## src/hdl/hcb_pkg.sv

```systemverilog
`default_nettype none
// ----------------------------------------------------------------------------
// hcb_pkg
// types and constants shared by the huffman code builder files
// ----------------------------------------------------------------------------
package hcb_pkg;

   localparam int FUNC_W       = 2;
   localparam int BYTE_W       = 8;
   localparam int CODE_FIELD_W = 48;
   localparam int LEN_FIELD_W  = 6;
   localparam int DISTINCT_W   = 9;

   typedef enum logic [FUNC_W-1:0] {
      FUNC_COUNT  = 2'd0,
      FUNC_BUILD  = 2'd1,
      FUNC_LOOKUP = 2'd2,
      FUNC_CLEAR  = 2'd3
   } func_type;

   typedef enum logic [4:0] {
      ST_IDLE,
      ST_CNT_RD,
      ST_CNT_WR,
      ST_LK_RD,
      ST_LK_OUT,
      ST_SCAN_RD,
      ST_SCAN_CHK,
      ST_INS_START,
      ST_INS_HEAD,
      ST_INS_LINK,
      ST_INS_CMP,
      ST_INS_FIX,
      ST_MRG_A,
      ST_MRG_B,
      ST_MRG_C,
      ST_ASG_ROOT,
      ST_ASG_RD,
      ST_ASG_C0,
      ST_ASG_C1,
      ST_OUT_RD,
      ST_OUT_WR,
      ST_BLD_DONE
   } state_type;

   typedef struct packed {
      logic lt;
      logic le;
   } alu_flags_type;

endpackage
`default_nettype wire

```

## src/hdl/hcb_alu.sv

```systemverilog
`default_nettype none
// ----------------------------------------------------------------------------
// hcb_alu
// shared adder and magnitude compare for weights and counts
// ----------------------------------------------------------------------------
module hcb_alu import hcb_pkg::*; #(
   parameter int WIDTH = 32
) (
   input  logic [WIDTH-1:0] op_a,
   input  logic [WIDTH-1:0] op_b,
   output logic [WIDTH-1:0] sum,
   output alu_flags_type    flags
);

   assign sum      = op_a + op_b;
   assign flags.lt = (op_a < op_b);
   assign flags.le = (op_a <= op_b);

endmodule
`default_nettype wire
```

## config.mk

```make
export PLATFORM = sky130hd
export DESIGN_NAME = hcb_alu
export DESIGN_NICKNAME = d
export VERILOG_FILES = /design/src/hdl/hcb_pkg.sv /design/src/hdl/hcb_alu.sv
export SDC_FILE = /design/constraint.sdc
export NUM_CORES = 1
export LEC_CHECK = 0
export ABC_AREA = 1
export ABC_CLOCK_PERIOD_IN_PS = 1900
export BUFFER_PORTS_ARGS = -buffer_cell sky130_fd_sc_hd__buf_2
export CELL_PAD_IN_SITES_DETAIL_PLACEMENT = 1
export CELL_PAD_IN_SITES_GLOBAL_PLACEMENT = 1
export CORE_MARGIN = 2
export CORE_UTILIZATION = 35
export DETAILED_ROUTE_END_ITERATION = 10
export GPL_ROUTABILITY_DRIVEN = 1
export MAX_ROUTING_LAYER = met4
export PLACE_DENSITY_LB_ADDON = 0.1
export SYNTH_ARGS = -nofsm -noshare
export SYNTH_HDL_FRONTEND = slang
export SYNTH_SLANG_ARGS = --single-unit
```

## constraint.sdc

```tcl
create_clock -name vclk -period 1.9
set_clock_uncertainty 0.05 [all_clocks]
set_input_delay 0.095 -clock vclk [all_inputs]
set_output_delay 0.095 -clock vclk [all_outputs]
set_load 0.005 [all_outputs]
```

==> results_dict.tcl <==
set metrics [dict create \
    path_class "input pin to output port" \
    ys_top_cells_by_count "nand2_1 (206), inv_1 (143), ha_1 (63), nor2_1 (62), a21oi_1 (30)" \
    yosys.area.top_type_share_pct 24.22 \
    synth-adder-area-share_pct 24.84 \
    synth_warnings 0 \
    io_pins 98 \
    hp-class "input pin to output port" \
    ys_top_cells_by_area "ha_1 (24%), nand2_1 (24%), inv_1 (16%)" \
    antenna_found_initial 0 \
    syn_to_final_growth_pct 32.22 \
    slew_violations 0 \
    muxShareOfSynthArea_pct 0 \
    fin_ws_ns 0.07756 \
    die_x_um 100.4 \
    ys_seq_area_share_pct 0 \
    cp_slowest_cell "fa_2" \
    final_antenna_net_count 0 \
    synth.avg_cell_area_um2 5.207 \
    die_h_um 100.4 \
    drt_first_pass_iters 4 \
    core_um2 9109 \
    seq_cell_count 0 \
    fin_cells 848 \
    peakVddDrop_mv 0.1128 \
    critPathArrivalTime_ns 1.68 \
    seq_area_um2 0 \
    utilization_pct 47.24 \
    synthSimpleGateAreaFrac_pct 43.37 \
    vias 4008 \
    critPathMaxFanout 3 \
    holdWs_ns 0.5062 \
    finalSetupViolations 0 \
    worst_slew_pin_slew_ns 0.3257 \
    port_buffers 98 \
    grt_max_degree 8 \
    maxCapViolCount 0 \
    place_congestion 0.9263 \
    fin_nets 867 \
    cpPeakStageDelay_ns 0.37 \
    drive_gt1_share_pct 29.44 \
    drc 0 \
    status "finished, final reports clean" \
    clkbuf_count 0 \
    synthesis.nets 753 \
    core.rowCount 35 \
    syn-cell-area_um2 3254 \
    cp_cell_sequence "buf_2 > ha_2 > fa_2 > nand2_2 > nand2_2 > nand4_1 > nand2_2 > nand2_1 > nand3_1 > xor2_1 > buf_2" \
    syn_inst 625 \
    grtUsageTotal_pct 22.38 \
    critPathLaunchType "input pin" \
    synth_top_family_by_area "simple AND/OR/NAND/NOR gates" \
    drt_iter0_markers 80 \
    initial_utilization_pct 35.73 \
    pre_cts_slack_ns -0.02611 \
    synth_xor_area_share_pct 4.037 \
    powerDensity_nw_per_um2 308.8 \
    routed_wl_um 11380 \
    finalCriticalPeriod_ns 1.822 \
    diodes 0 \
    dieArea_um2 10090 \
    synth_top_area_cell "ha_1" \
    dp_cells 844 \
    grt_setup_unrepaired "true" \
    worst_setup_path_end_kind "output port" \
    hpwl_um 10090 \
    required_ns 1.75 \
    yosysMostFrequentCell "nand2_1" \
    grt_pass1_wl_um 18170 \
    period_share_pct 95.92 \
    via_per_inst 4.726 \
    grt_pass1_vias 3971 \
    hold_buffers 0 \
    hold_violations 0 \
    p_leak_nw 2.617 \
    grt_overflow 0 \
    synthDistinctLibCells 25 \
    cpMostUsedCell "nand2_2" \
    slew-limit-headroom_pct 78.12 \
    wire_per_inst_um 13.42 \
    max_freq_mhz 548.7 \
    synth_compound_gate_area_share_pct 9.650 \
]
power by group:
part           switching, W  internal [W]  leakage, nW
clock                     0             0            0
combinational      0.000793      0.000536         2.62
sequential                0             0            0
total              0.000793      0.000536         2.62
cell families (layout without fill, tap and decap cells):
group                      Yosys count  in the layout
and+or+nand+nor                    335            335
buffers and inverters              157            269
adders and majority gates           64             64
AOI/OAI and AO/OA                   54             54
xor gates and xnor gates            15             15
through the flow:
step	TNS, ns	total power (W)	instance area, µm²
after floorplan	0	0.0007267	3254
after global placement	0	0.001167	3959
after detailed placement	-0.07281	0.001198	3959
after CTS	0	0.001208	3966
after global routing	-0.1180	0.001494	4303
final	0	0.001329	4303
worst max-delay path: cells and delay by family:
| kind | cells | cell delay (ns) |
|---|---|---|
| xor+xnor | 1 | 0.22 |
| fa+ha+maj | 2 | 0.57 |
| buf+inv | 2 | 0.27 |
| simple gates | 6 | 0.52 |
what timing repair did:
action | CTS | global route
pin swaps | 0 | 9
endpoints found under the setup margin | 5 | 21
buffers inserted | 0 | 4
resized for setup | 3 | 79
final cells by class:
| class | count | area (µm²) |
|---|---|---|
| fill | 1363 | 4806 |
| multi-input combinational | 468 | 2979 |
| timing repair buffer | 112 | 595.6 |
| inverter | 157 | 589.3 |
| tap | 111 | 138.9 |
worst paths after layout:
kind | to | depth (start not counted) | startpoint
setup / recovery | sum[16] | 11 | op_a[0]
hold / removal | sum[0] | 4 | op_b[0]
cell usage in the layout, fill, tap and decap left out, drive strengths merged:
cell	instances
fa	1
nor2	72
xor2	14
clkinv	3
xnor2	1
nand2	214
o21ai	12
a21oi	35
nor3	13
inv	154
nand3	24
nand4	10
nand3b	2
o21a	1
buf	112
o21bai	6
ha	63
metal layers:
metal  GRT usage (%)  share of wire (%)  vias to the layer above
li1                -                  -                     2099
met1           31.59                 49                     1823
met2           38.20                 47                       84
met3          0.1393                3.9                        2
met4          0.5269               0.15                        0
met5               -                  0                        -
Power figures use the tool's default switching activity.
